<file path="src/rtl/btbm_pkg.sv">
`timescale 1ns / 1ps
// Package for the block template best match engine: field widths, command codes,
// sequencer states and the control struct between the top level and the score unit.
// It depends on nothing else.
package btbm_pkg;

  localparam int CMD_W  = 1;
  localparam int TIDX_W = 7;
  localparam int PIDX_W = 6;
  localparam int PIX_W  = 8;
  localparam int CFG_W  = 8;
  localparam int OUT_W  = 7;
  localparam int MUL_W  = 32;

  localparam logic [CFG_W-1:0] ACTIVE_RESET = 8'd94;

  typedef enum logic [CMD_W-1:0] {
    CMD_TEMPLATE = 1'b0,
    CMD_SOURCE   = 1'b1
  } cmd_t;

  typedef enum logic [3:0] {
    ST_IDLE,
    ST_RD,
    ST_SQ1,
    ST_SQ2,
    ST_SQ3,
    ST_PP0,
    ST_PP1,
    ST_PP2,
    ST_DRAIN,
    ST_CMP,
    ST_DONE
  } state_t;

  typedef enum logic [2:0] {
    MOP_NONE,
    MOP_SQD,
    MOP_SQ,
    MOP_LO,
    MOP_MID,
    MOP_HI
  } mop_t;

  typedef enum logic [1:0] {
    TAG_NONE,
    TAG_SH0,
    TAG_SH33,
    TAG_SH64
  } acc_tag_t;

  typedef struct packed {
    mop_t mop;
    logic acc_clr;
  } score_ctrl_t;

endpackage

</file>
<file path="src/rtl/btbm_score.sv">
`timescale 1ns / 1ps
// Score unit: one shared 32x32 multiplier that raises a pixel difference to the 16th
// power by repeated squaring and accumulates the exact sum. Depends on btbm_pkg.
module btbm_score #(
  parameter int SCORE_W = 134
) (
  input  logic                          clk,
  input  logic                          rst_n,
  input  btbm_pkg::score_ctrl_t         ctrl,
  input  logic [btbm_pkg::PIX_W-1:0]    src_pix,
  input  logic [btbm_pkg::PIX_W-1:0]    tpl_pix,
  output logic [SCORE_W-1:0]            acc
);

  localparam int MW = btbm_pkg::MUL_W;

  logic [btbm_pkg::PIX_W-1:0] diff;
  logic [MW-1:0]              op_a;
  logic [MW-1:0]              op_b;
  logic [2*MW-1:0]            prod_r;
  logic [2*MW-1:0]            prod_nxt;
  logic [2*MW-1:0]            d8_r;
  logic [2*MW-1:0]            d8_nxt;
  btbm_pkg::acc_tag_t         tag_r;
  btbm_pkg::acc_tag_t         tag_nxt;
  logic [SCORE_W-1:0]         acc_r;
  logic [SCORE_W-1:0]         acc_nxt;

  assign diff = (src_pix > tpl_pix) ? (src_pix - tpl_pix) : (tpl_pix - src_pix);

  always_comb begin
    op_a    = '0;
    op_b    = '0;
    d8_nxt  = d8_r;
    tag_nxt = btbm_pkg::TAG_NONE;
    case (ctrl.mop)
      btbm_pkg::MOP_SQD: begin
        op_a = MW'(diff);
        op_b = MW'(diff);
      end
      btbm_pkg::MOP_SQ: begin
        op_a = prod_r[MW-1:0];
        op_b = prod_r[MW-1:0];
      end
      btbm_pkg::MOP_LO: begin
        op_a    = prod_r[MW-1:0];
        op_b    = prod_r[MW-1:0];
        d8_nxt  = prod_r;
        tag_nxt = btbm_pkg::TAG_SH0;
      end
      btbm_pkg::MOP_MID: begin
        op_a    = d8_r[MW-1:0];
        op_b    = d8_r[2*MW-1:MW];
        tag_nxt = btbm_pkg::TAG_SH33;
      end
      btbm_pkg::MOP_HI: begin
        op_a    = d8_r[2*MW-1:MW];
        op_b    = d8_r[2*MW-1:MW];
        tag_nxt = btbm_pkg::TAG_SH64;
      end
      default: begin
        op_a = '0;
        op_b = '0;
      end
    endcase
    prod_nxt = op_a * op_b;
  end

  always_comb begin
    acc_nxt = acc_r;
    if (ctrl.acc_clr) begin
      acc_nxt = '0;
    end else begin
      case (tag_r)
        btbm_pkg::TAG_SH0:  acc_nxt = acc_r + SCORE_W'(prod_r);
        btbm_pkg::TAG_SH33: acc_nxt = acc_r + (SCORE_W'(prod_r) << 33);
        btbm_pkg::TAG_SH64: acc_nxt = acc_r + (SCORE_W'(prod_r) << 64);
        default:            acc_nxt = acc_r;
      endcase
    end
  end

  always_ff @(posedge clk) begin
    prod_r <= prod_nxt;
    d8_r   <= d8_nxt;
    if (!rst_n) begin
      tag_r <= btbm_pkg::TAG_NONE;
      acc_r <= '0;
    end else begin
      tag_r <= tag_nxt;
      acc_r <= acc_nxt;
    end
  end

  assign acc = acc_r;

endmodule

</file>
<file path="config.mk">
export PLATFORM = sky130hd
export DESIGN_NAME = btbm_score
export DESIGN_NICKNAME = d
export VERILOG_FILES = /design/src/rtl/btbm_pkg.sv /design/src/rtl/btbm_score.sv
export SDC_FILE = /design/constraint.sdc
export NUM_CORES = 2
export LEC_CHECK = 0
export BUFFER_PORTS_ARGS = -buffer_cell sky130_fd_sc_hd__buf_2
export CORE_ASPECT_RATIO = 0.8
export CORE_MARGIN = 2
export CORE_UTILIZATION = 43
export DETAILED_ROUTE_END_ITERATION = 10
export GPL_ROUTABILITY_DRIVEN = 0
export PLACE_DENSITY = 0.61
export SYNTH_ARGS = -nofsm -noshare
export SYNTH_HDL_FRONTEND = slang
export SYNTH_SLANG_ARGS = --single-unit
</file>
<file path="constraint.sdc">
create_clock -name clk -period 22.1 [get_ports clk]
set_input_delay 2.21 -clock clk [delete_from_list [all_inputs] [get_ports clk]]
set_output_delay 2.21 -clock clk [all_outputs]
set_load 0.03 [all_outputs]
</file>
==> flow_summary.yaml <==
sta:
  final.hold.worst_slack_ps: 499.4
  max-slew-margin-rel_pct: 11.83
  timing.clock.skew_ps: 28.73
  worst_pin_slew_ps: 1323
  report.final.slew_viol_count: 0
  hold_viol: 0
  finalWorstPathRequiredPeriod_ps: 12950
  final_min_period_over_clock_period_pct: 58.60
  setup-tns-final_ps: 0
  grt_setup_unrepaired: "no"
  finalSetupViolCount: 0
  achievable-frequency_mhz: 77.21
min_path:
  hold_class: "register to register"
  hold_path.startpoint: "acc[31]"
global_route:
  gr-usage-all-layers_pct: 31.82
  grt_start_max_net_pins: 71
  grt_antenna_before_repair: 10
  total_gr_overflow: 0
  via_count_of_the_first_global_routing_pass: 52980
  grt_pass1_wl_um: 333400
drt:
  drt-pass1-iter-count: 7
  wl_cell_um: 24.92
  drc: 0
  detail-route-antenna-nets: 0
  routed_wl_um: 222200
  detailroute.via_count: 54490
  post_drt_via_cell_ratio: 6.110
  drt_iter0_drc: 6215
logic_synthesis:
  synth.cells.most_frequent: "sky130_fd_sc_hd__inv_1 (1078), sky130_fd_sc_hd__nand2_1 (1026), sky130_fd_sc_hd__fa_1 (901)"
  synth_cell_types: 105
  synthMostInstantiatedCell: "sky130_fd_sc_hd__inv_1"
  synth.cell_area_um2: 57900
  ys_top_cells_by_area: "sky130_fd_sc_hd__fa_1 (31%), sky130_fd_sc_hd__ha_1 (10%), sky130_fd_sc_hd__inv_1 (7.0%), sky130_fd_sc_hd__dfxtp_1 (6.9%), sky130_fd_sc_hd__nand2_1 (6.7%)"
  post_synth_inst_count: 7154
  cell_accounting_for_the_most_synthesized_area: "sky130_fd_sc_hd__fa_1"
  synthesis.yosys.warnings: 0
  synth.ff_latch_count: 264
  ys_async_sr_fraction_pct: 0
  synthFlopType: "sky130_fd_sc_hd__dfxtp_1"
  postSynthNetCount: 8551
  postSynthAreaPerCell_um2: 8.093
  yosysSeqAreaShare_pct: 10.23
  synth_enable_flop_cells: 64
  yosysTopAreaCellShare_pct: 31.15
cells_and_area:
  area_growth_syn_to_layout_pct: 6.887
  layoutNonFillerInstCount: 8917
  core_utilization_of_the_finished_layout_pct: 46.26
  n_fill_cell: 13190
  drive_above_1_share_pct: 6.644
  layout.nets: 8506
clocking:
  cts.repair_timing.setup_buffer_count: 0
  clk_root_buffer_cell: "sky130_fd_sc_hd__clkbuf_16"
  cts.sink_count: 264
  post_cts_hold_buffer_count: 0
  clkSlewWorstSetupHoldPaths_ps: 70
  clk-insertion-delay-late_ps: 590
  cts_inserted_buffers: 35
  cts_repair_resize_count: 0
  cts_tree: "built"
  clock_path_buffers: 3
  cts.htree.levels: 2
floorplan:
  die_h_um: 332.2
  initial_core_util_pct: 43.28
  std_cell_rows: 120
  die_area_um2: 137600
  ios: 156
  core_um2: 133800
  fp.dieW_um: 414.3
job:
  cap_viol_max_count: 0
power_and_ir_drop:
  power_per_cell_area_nw_per_um2: 124.2
  ir_worst_vdd_uv: 202.3
  power_leakage_nw: 29.59
placement:
  detailed_placement_hpwl_um: 172400
  placed_cells: 8840
  port_buffers: 155
critical_path:
  cp_data_arrival_time_ps: 13460
  critical_path.startpoint_type: "input pin"
  reg2reg_depth: 27
  worst_path_required_time_ps: 22610
  r2r_slack_ps: 11850
  critPathCaptureType: "register"
  critPathCapture: "prod_r[61]"
  crit_path_start: "src_pix[0]"
  timing.rr.start: "prod_r[9]"
  cpLargestDelayFamily: "adder cells"
  worstPathBufferInverterCount: 9
  cp_num_cells: 41
  slowest_delay_ps: 700
  critical_path_peak_fanout: 32
  critPathSlowestCell: "sky130_fd_sc_hd__a2111oi_0"
  r2r_path_end: "prod_r[61]"
  critical_path_class: "input pin to register"
  critical-path-top-cell-by-count: "sky130_fd_sc_hd__fa_1"
status:
  outcome: "completed"
==> worst min-delay path by stage <==
stage / endpoint / slack [ps] / cells after the start
after global placement: acc[31] / 470 / 2
after detailed placement: acc[31] / 490 / 2
after global routing: acc[0] / 540 / 2
after CTS: acc[31] / 500 / 2
after floorplan: d8_r[32] / 460 / 0
final: acc[31] / 500 / 2
==> layer usage <==
layer / GRT usage (%) / vias up / share of wire, %
met3: 11.56 / 572 / 14
li1: - / 23540 / -
met4: 12.03 / 12 / 4.4
met5: 0.1730 / - / 0.038
met2: 46.00 / 3325 / 41
met1: 43.24 / 27040 / 41
==> power by group <==
group	total (W)	internal [W]	switching [W]
Combinational	0.00622	0.00230	0.00393
Sequential	0.000872	0.000635	0.000237
Clock	0.000594	0.000327	0.000267
==> kinds of logic (layout without fill, tap and decap cells) <==
family	after synthesis	after routing	share of synthesized area, %
mux	56	56	0.9876
other cells	0	14	0
fa+ha+maj	1375	1375	41.40
simple gates	2282	2282	17.12
xor+xnor	241	241	3.646
compound gates	1486	1486	17.18
buf+inv	1450	1430	9.444
flops	264	264	10.23
==> cells in the final DEF, fill, tap and decap left out, types with 76 or more instances in the layout <==
| master | instances |
|---|---|
| sky130_fd_sc_hd__xnor2_1 | 151 |
| sky130_fd_sc_hd__inv_1 | 1078 |
| sky130_fd_sc_hd__xor2_1 | 90 |
| sky130_fd_sc_hd__dfxtp_1 | 200 |
| sky130_fd_sc_hd__a21o_1 | 170 |
| sky130_fd_sc_hd__o21a_1 | 76 |
| sky130_fd_sc_hd__nor2_1 | 677 |
| sky130_fd_sc_hd__a21oi_1 | 406 |
| sky130_fd_sc_hd__buf_4 | 131 |
| sky130_fd_sc_hd__buf_2 | 155 |
| sky130_fd_sc_hd__ha_1 | 471 |
| sky130_fd_sc_hd__nand3_1 | 113 |
| sky130_fd_sc_hd__nand4_1 | 110 |
| sky130_fd_sc_hd__nand2_1 | 1025 |
| sky130_fd_sc_hd__fa_1 | 901 |
| sky130_fd_sc_hd__o21ai_0 | 237 |
==> metrics by stage <==
step	setup slack, ps	cell area, µm²	power [W]
2_1_floorplan	10150	57900	0.005091
3_3_place_gp	8913	60710	0.006900
3_5_place_dp	8724	60710	0.006949
4_1_cts	9260	61840	0.007591
5_1_grt	8578	61850	0.008366
6_report	9149	61890	0.007689
==> worst min-delay path: cells and delay by family, from the launching register on <==
kind,cells,cell delay (ps)
DFF,1,330
and+or+nand+nor,1,70
AOI/OAI and AO/OA,1,50
==> state kept, by name (all words and copies together) (netlist names) <==
name / flops
acc: 134
d8_r: 64
prod_r: 64
tag_r: 2
==> layout make-up <==
class,count,area (µm²),share of cell area [%]
clock buffer,47,1012,1.636
timing repair buffer,286,1759,2.843
antenna,14,35.03,0.05661
sequential,264,5926,9.575
inverter,1082,4061,6.563
tap,1769,2213,3.577
clock inverter,15,123.9,0.2002
multi-input combinational,5440,46750,75.55
Note: power is estimated with default switching activity, not from simulation.
