## src/rtl/btbm_ram.sv

```systemverilog
`timescale 1ns / 1ps
// Generic single-port RAM with a registered read.
// It depends on nothing else.
module btbm_ram #(
  parameter int WIDTH = 8,
  parameter int DEPTH = 64
) (
  input  logic                     clk,
  input  logic                     we,
  input  logic [$clog2(DEPTH)-1:0] addr,
  input  logic [WIDTH-1:0]         wdata,
  output logic [WIDTH-1:0]         rdata
);

  logic [WIDTH-1:0] mem [DEPTH];

  always_ff @(posedge clk) begin
    if (we) begin
      mem[addr] <= wdata;
    end
    rdata <= mem[addr];
  end

endmodule

```

## config.mk

```make
export PLATFORM = sky130hd
export DESIGN_NAME = btbm_ram
export DESIGN_NICKNAME = d
export VERILOG_FILES = /design/src/rtl/btbm_ram.sv
export SDC_FILE = /design/constraint.sdc
export NUM_CORES = 1
export LEC_CHECK = 0
export BUFFER_PORTS_ARGS = -buffer_cell sky130_fd_sc_hd__buf_2
export CAP_MARGIN = 20
export CORE_MARGIN = 1.5
export CORE_UTILIZATION = 63
export DETAILED_ROUTE_END_ITERATION = 10
export PLACE_DENSITY = 0.8
export SYNTH_ARGS = -nofsm -noshare
export SYNTH_HDL_FRONTEND = slang
export SYNTH_SLANG_ARGS = --single-unit
```

## constraint.sdc

```tcl
create_clock -name clk -period 3.31 [get_ports clk]
set_input_delay 0.4965 -clock clk [delete_from_list [all_inputs] [get_ports clk]]
set_output_delay 0.4965 -clock clk [all_outputs]
set_load 0.005 [all_outputs]
```

==> results of run 1 <==
==> cells by family (layout without fill, tap and decap cells) <==
group / after synthesis / count (layout)
flops: 520 / 520
simple gates: 229 / 229
compound gates: 222 / 222
mux: 116 / 116
buf+inv: 84 / 250
==> worst reg2reg max path: stages (launching register included) <==
cell and delay, ns:
edfxtp_1 0.37, mux2_1 0.30, mux4_2 0.47, o21ai_1 0.26, o2111ai_1 0.26, or4b_1 0.58
==> cell usage in the layout, fill, tap and decap left out, drive strengths merged, types with 7 or more instances in the layout <==
cell,instances
a21oi,28
a221o,11
a221oi,21
a22o,10
a22oi,40
a31oi,15
a32oi,7
and2,10
and3,9
buf,155
clkbuf,63
clkinv,21
dfxtp,8
edfxtp,512
mux2,12
mux2i,63
mux4,41
nand2,45
nand2b,24
nand3,8
nand3b,12
nor2,82
nor2b,8
o21ai,11
o221ai,9
o22a,11
o22ai,22
o2bb2ai,7
==> layout make-up <==
| cell class | instances | area share, % |
|---|---|---|
| clock buffers | 63 | 5.83 |
| clock inverters | 29 | 1.14 |
| inverters | 3 | 0.0482 |
| multi-input cells | 567 | 19.3 |
| flip-flops and latches | 520 | 66.4 |
| well taps | 402 | 2.15 |
| repair buffers | 155 | 5.10 |
==> sequential cells by signal (all words and copies together), names as in the netlist <==
signal,cells
rdata,8
mem,512
==> routing by layer <==
| metal | part of all wire [%] | vias up | global-route usage, % |
|---|---|---|---|
| met5 | 0.017 | - | 0 |
| met3 | 13 | 200 | 6.71 |
| met4 | 4.6 | 2 | 11.9 |
| met2 | 46 | 986 | 50.2 |
| met1 | 37 | 6080 | 45.0 |
| li1 | - | 5001 | - |
==> path summary, 6_finish.rpt <==
path / to / slack [ns]
worst max-delay path: rdata[6] / 0.73
worst min-delay path: mem[51][5] / 0.39
worst max register to register: rdata[7] / 0.94
worst min register to register: rdata[4] / 0.62
==> cells in the mapped netlist (all sizes together), types with 9 or more instances <==
cell / count / share of area [%]
edfxtp: 512 / 75
nor2: 82 / 1.5
mux2i: 63 / 3.1
buf: 45 / 1.3
nand2: 45 / 0.83
mux4: 41 / 4.5
a22oi: 40 / 1.5
clkbuf: 36 / 0.66
a21oi: 28 / 0.69
nand2b: 24 / 0.73
o22ai: 22 / 0.67
a221oi: 21 / 0.90
a31oi: 15 / 0.46
mux2: 12 / 0.66
nand3b: 12 / 0.44
a221o: 11 / 0.54
o21ai: 11 / 0.27
o22a: 11 / 0.47
a22o: 10 / 0.43
and2: 10 / 0.32
and3: 9 / 0.28
o221ai: 9 / 0.39
==> report_power, final <==
part	leakage (nW)	internal (mW)	switching [mW]
Sequential	4.67	7.29	0.0242
Combinational	2.33	0.265	0.519
Clock	0.786	3.30	2.37
Total	7.79	10.9	2.92
==> metrics by stage <==
stage	utilization, %	hold WS (ns)	instances
global placement	68.5	0.616	1646
floorplan	-	0.563	1171
global route	73.7	0.405	1739
CTS	73.7	0.415	1738
finish	73.7	0.394	1739
detailed placement	68.5	0.608	1646
==> flow_metrics.env, run 1 <==
export IMPL_layout_drive_gt1_share_pct=20.9
export IMPL_min_period_ns=2.58
export IMPL_die_h_um=183
export IMPL_nFillCells=1763
export IMPL_async_flop_share_pct=0
export IMPL_crit_buf_inv=2
export IMPL_avgSynthCellArea_um2=17.5
export IMPL_skew_ns=0.0163
export IMPL_final_cell_area_um2=23400
export IMPL_reg2regPathDepth=5
export IMPL_drtIter0Drc=2016
export IMPL_vias=12300
export IMPL_clock_path_buffers=3
export IMPL_multi_input_area_um2=4510
export IMPL_coreArea_um2=31700
export IMPL_cts_resized=0
export IMPL_status="completed"
export IMPL_place_hpwl_mm=33.0
export IMPL_cp_depth=7
export IMPL_ant_nets=0
export IMPL_setup_tns_final_ns=0
export IMPL_drv_slew=0
export IMPL_synth_warnings=0
export IMPL_io_pins=24
export IMPL_hold_class="primary input to flip-flop"
export IMPL_worst_slack_ns=0.729
export IMPL_antenna_cells=0
export IMPL_post_cts_buffers=0
export IMPL_grt_usage_pct=32.0
export IMPL_crit_type="primary input to flip-flop"
export IMPL_maxCapViolations=0
export IMPL_setup_viol=0
export IMPL_dieArea_um2=33500
export IMPL_seqCellArea_um2=15500
export IMPL_synthMuxAreaShare_pct=8.26
export IMPL_grt_pass1_vias=12000
export IMPL_syn_num_nets=1187
export IMPL_synth_simple_gate_area_share_pct=5.71
export IMPL_antenna_found_initial=1
export IMPL_std_cell_rows=65
export IMPL_worstPathRequired_ns=3.81
export IMPL_place_congestion=0.978
export IMPL_hold_start="wdata[5]"
export IMPL_fin_total_pwr_mw=13.8
export IMPL_vdd_ir_drop_max_uv=397
export IMPL_start_kind="primary input"
export IMPL_yosys_most_used_dff="edfxtp_1"
export IMPL_crit_path_frequent_cell="buf_4"
export IMPL_rr_startpoint="mem[2][7]"
export IMPL_synth_cells=1171
export IMPL_wl_per_cell_um=30.2
export IMPL_seq_area_frac_synth_pct=76.0
export IMPL_grt_setup_unrepaired="no"
export IMPL_grt_max_degree=65
export IMPL_dr_pass1_iters=8
export IMPL_synth_top_family_by_area="multiplexers"
export IMPL_grt_first_pass_wirelength_mm=77.5
export IMPL_synth_compound_area_share_pct=8.08
export IMPL_h_tree_depth=2
export IMPL_cp_cell_sequence="buf_4, buf_4, nor2b_1, a221oi_1, o22a_1, o211ai_1, or4_1"
export IMPL_cts_made_buffers=50
export IMPL_worst_path_max_fanout=34
export IMPL_final_net_count=1313
export IMPL_cp_arrival_ns=3.08
export IMPL_cts_sink_count=520
export IMPL_synth_cell_types=56
export IMPL_slowest_delay_ns=0.83
export IMPL_cpMaxStageDelayCell="nor2b_1"
export IMPL_holdPathStages=1
export IMPL_cp_startpoint="addr[0]"
export IMPL_placed_cell_area_um2=21700
export IMPL_path_clk_slew_ns=0.06
export IMPL_initial_utilization_pct=64.5
export IMPL_cts_tree="yes"
export IMPL_fmax_mhz=387
export IMPL_synth_seq_cells=520
export IMPL_netlist_area_um2=20400
export IMPL_grt_overflow_total=0
export IMPL_route_detailed_drc=0
export IMPL_period_share_pct=78.0
export IMPL_worst_pin_slew_ns=1.02
export IMPL_power_density_nw_per_um2=589
export IMPL_syn_to_final_growth_pct=14.4
export IMPL_port_buffers=23
export IMPL_clkLatencyLatePin_ns=0.57
export IMPL_die_x_um=183
export IMPL_cts_root_buf="clkbuf_16"
export IMPL_slew_headroom_pct=31.7
export IMPL_totalWireLength_mm=52.4
export IMPL_critical_path_top_delay_family="simple AND/OR/NAND/NOR gates"
export IMPL_synth_edff_count=512
export IMPL_hold_buffers=0
export IMPL_leakage_nw=7.79
export IMPL_via_per_inst=7.06
export IMPL_critPathCaptureType="flip-flop"
export IMPL_synthAdderAreaFrac_pct=0
export IMPL_hold_violations=0
export IMPL_post_place_ws_ns=0.251
export IMPL_synth_xor_area_share_pct=0
Power figures use the tool's default switching activity.
==> run 2: changes to the inputs <==
==> constraint.sdc (replaced) <==
create_clock -name clk -period 2.6 [get_ports clk]
set_input_delay 0.39 -clock clk [delete_from_list [all_inputs] [get_ports clk]]
set_output_delay 0.39 -clock clk [all_outputs]
set_load 0.005 [all_outputs]
==> run 2 against run 1 <==
Clock-buffer cell count increased by 3. Sequential share of layout area fell by 1.1 points. Cell count is 2.3% higher. Critical path depth down 2. First-iteration DRC count shrank 6.7%. Non-clock buffer count grew 45. Clock skew rose by 0.0020 ns. Utilization rose by 1.3 points. Worst setup slack lost 0.51 ns. Critical endpoint is now rdata[7]. Total power up 27%. Final area increased by 1.7%.
==> flow_metrics.env, run 2 (synthesis results as in run 1) <==
export IMPL_status="completed"
export IMPL_route_detailed_drc=0
export IMPL_multi_input_area_um2=4510
export IMPL_worst_path_max_fanout=1
export IMPL_reg_largest_list="mem (512), rdata (8)"
export IMPL_die_x_um=183
export IMPL_h_tree_depth=2
export IMPL_worst_slack_ns=0.214
export IMPL_period_share_pct=91.8
export IMPL_ant_nets=0
export IMPL_worst_pin_slew_ns=1.15
export IMPL_post_route_util_pct=75.0
export IMPL_antenna_found_initial=1
export IMPL_clock_path_buffers=3
export IMPL_cts_sink_count=520
export IMPL_coreArea_um2=31700
export IMPL_final_cell_area_um2=23800
export IMPL_worst_hold_slack_ns=0.315
export IMPL_antenna_cells=0
export IMPL_post_place_ws_ns=-0.137
export IMPL_power_density_nw_per_um2=734
export IMPL_grt_usage_pct=32.0
export IMPL_port_buffers=23
export IMPL_fmax_mhz=419
export IMPL_vias=12300
export IMPL_grt_max_degree=65
export IMPL_nFillCells=1733
export IMPL_vdd_ir_drop_max_uv=650
export IMPL_seqCellArea_um2=15500
export IMPL_cts_tree="yes"
export IMPL_cts_root_buf="clkbuf_16"
export IMPL_cp_arrival_ns=2.81
export IMPL_critPathCaptureType="flip-flop"
export IMPL_clkLatencyLatePin_ns=0.56
export IMPL_placed_cell_area_um2=22200
export IMPL_drv_slew=0
export IMPL_setup_viol=0
export IMPL_hold_violations=0
export IMPL_wl_per_cell_um=29.2
export IMPL_slew_headroom_pct=23.5
export IMPL_largest_register="mem"
export IMPL_grt_overflow_total=0
export IMPL_totalWireLength_mm=52.0
export IMPL_hold_class="primary input to flip-flop"
export IMPL_cts_resized=0
export IMPL_dr_pass1_iters=5
export IMPL_hold_buffers=0
export IMPL_skew_ns=0.0182
export IMPL_initial_utilization_pct=64.5
export IMPL_via_per_inst=6.91
export IMPL_crit_type="flip-flop to flip-flop"
export IMPL_layout_drive_gt1_share_pct=23.6
export IMPL_place_hpwl_mm=33.1
export IMPL_worstPathRequired_ns=3.03
export IMPL_dieArea_um2=33500
export IMPL_start_kind="flip-flop"
export IMPL_die_h_um=183
export IMPL_maxCapViolations=0
export IMPL_mostFrequentLayoutCell="edfxtp_1"
export IMPL_io_pins=24
export IMPL_place_congestion=0.943
export IMPL_drtIter0Drc=1880
export IMPL_grt_first_pass_wirelength_mm=77.3
export IMPL_post_cts_buffers=0
export IMPL_syn_to_final_growth_pct=16.3
export IMPL_std_cell_rows=65
export IMPL_layout_common_cells="512 x edfxtp_1, 164 x buf_4, 81 x nor2_1"
export IMPL_grt_setup_unrepaired="no"
export IMPL_fin_total_pwr_mw=17.5
export IMPL_final_net_count=1356
export IMPL_path_clk_slew_ns=0.07
export IMPL_leakage_nw=8.02
export IMPL_grt_pass1_vias=12300
export IMPL_largest_reg_flops=512
export IMPL_min_period_ns=2.39
export IMPL_cts_made_buffers=48
[run 2: cell types whose count changed in the layout (fill, tap and decap cells not counted)]
| cell | before | now |
|---|---|---|
| buf_12 | 6 | 15 |
| buf_4 | 128 | 164 |
| bufinv_16 | 5 | 6 |
| clkbuf_1 | 10 | 14 |
| clkbuf_16 | 53 | 49 |
| clkbuf_8 | 0 | 3 |
| clkinv_1 | 14 | 4 |
| clkinv_2 | 5 | 7 |
| clkinv_4 | 2 | 1 |
[run 2: final cells by class]
| class | count | share of cell area (%) |
|---|---|---|
| clock buffers | 66 | 5.55 |
| repair buffers | 200 | 6.91 |
| flip-flops and latches | 520 | 65.3 |
| multi-input cells | 567 | 19.0 |
| inverters | 3 | 0.0473 |
| well taps | 402 | 2.11 |
| clock inverters | 21 | 1.10 |
[run 2: layer usage]
metal  share of wire [%]  wire length [um]  global-route usage, %
met1                  35             18200                   42.4
met2                  48             24700                   50.3
met3                  12              6440                   8.10
met4                 5.1              2640                   15.1
met5               0.025                13                      0
[run 2: where the power goes]
| group | total [mW] | leakage, nW | internal, mW | switching, mW |
|---|---|---|---|---|
| registers | 9.31 | 4.67 | 9.28 | 0.0344 |
| clock network | 7.10 | 0.765 | 4.15 | 2.96 |
| logic | 1.04 | 2.59 | 0.389 | 0.651 |
[run 2: per-stage QoR]
stage / setup TNS, ns / instances
floorplan: 0 / 1171
global placement: -0.116 / 1690
detailed placement: -0.137 / 1690
CTS: 0 / 1777
global route: 0 / 1779
finish: 0 / 1779
[run 2: path summary, 6_finish.rpt]
kind              cells past startpoint    endpoint       from  slack (ns)
setup / recovery                      5    rdata[7]  mem[6][7]        0.21
hold / removal                        1  mem[14][4]   wdata[4]        0.32
setup reg to reg                      5    rdata[7]  mem[6][7]        0.21
hold reg to reg                       4    rdata[2]  mem[8][2]        0.76
[run 2: worst max-delay path: stages, from the launching register on]
cell,delay [ns]
edfxtp_1,0.37
mux2_1,0.31
mux4_2,0.47
o21ai_1,0.24
o2111ai_1,0.28
or4b_1,0.59
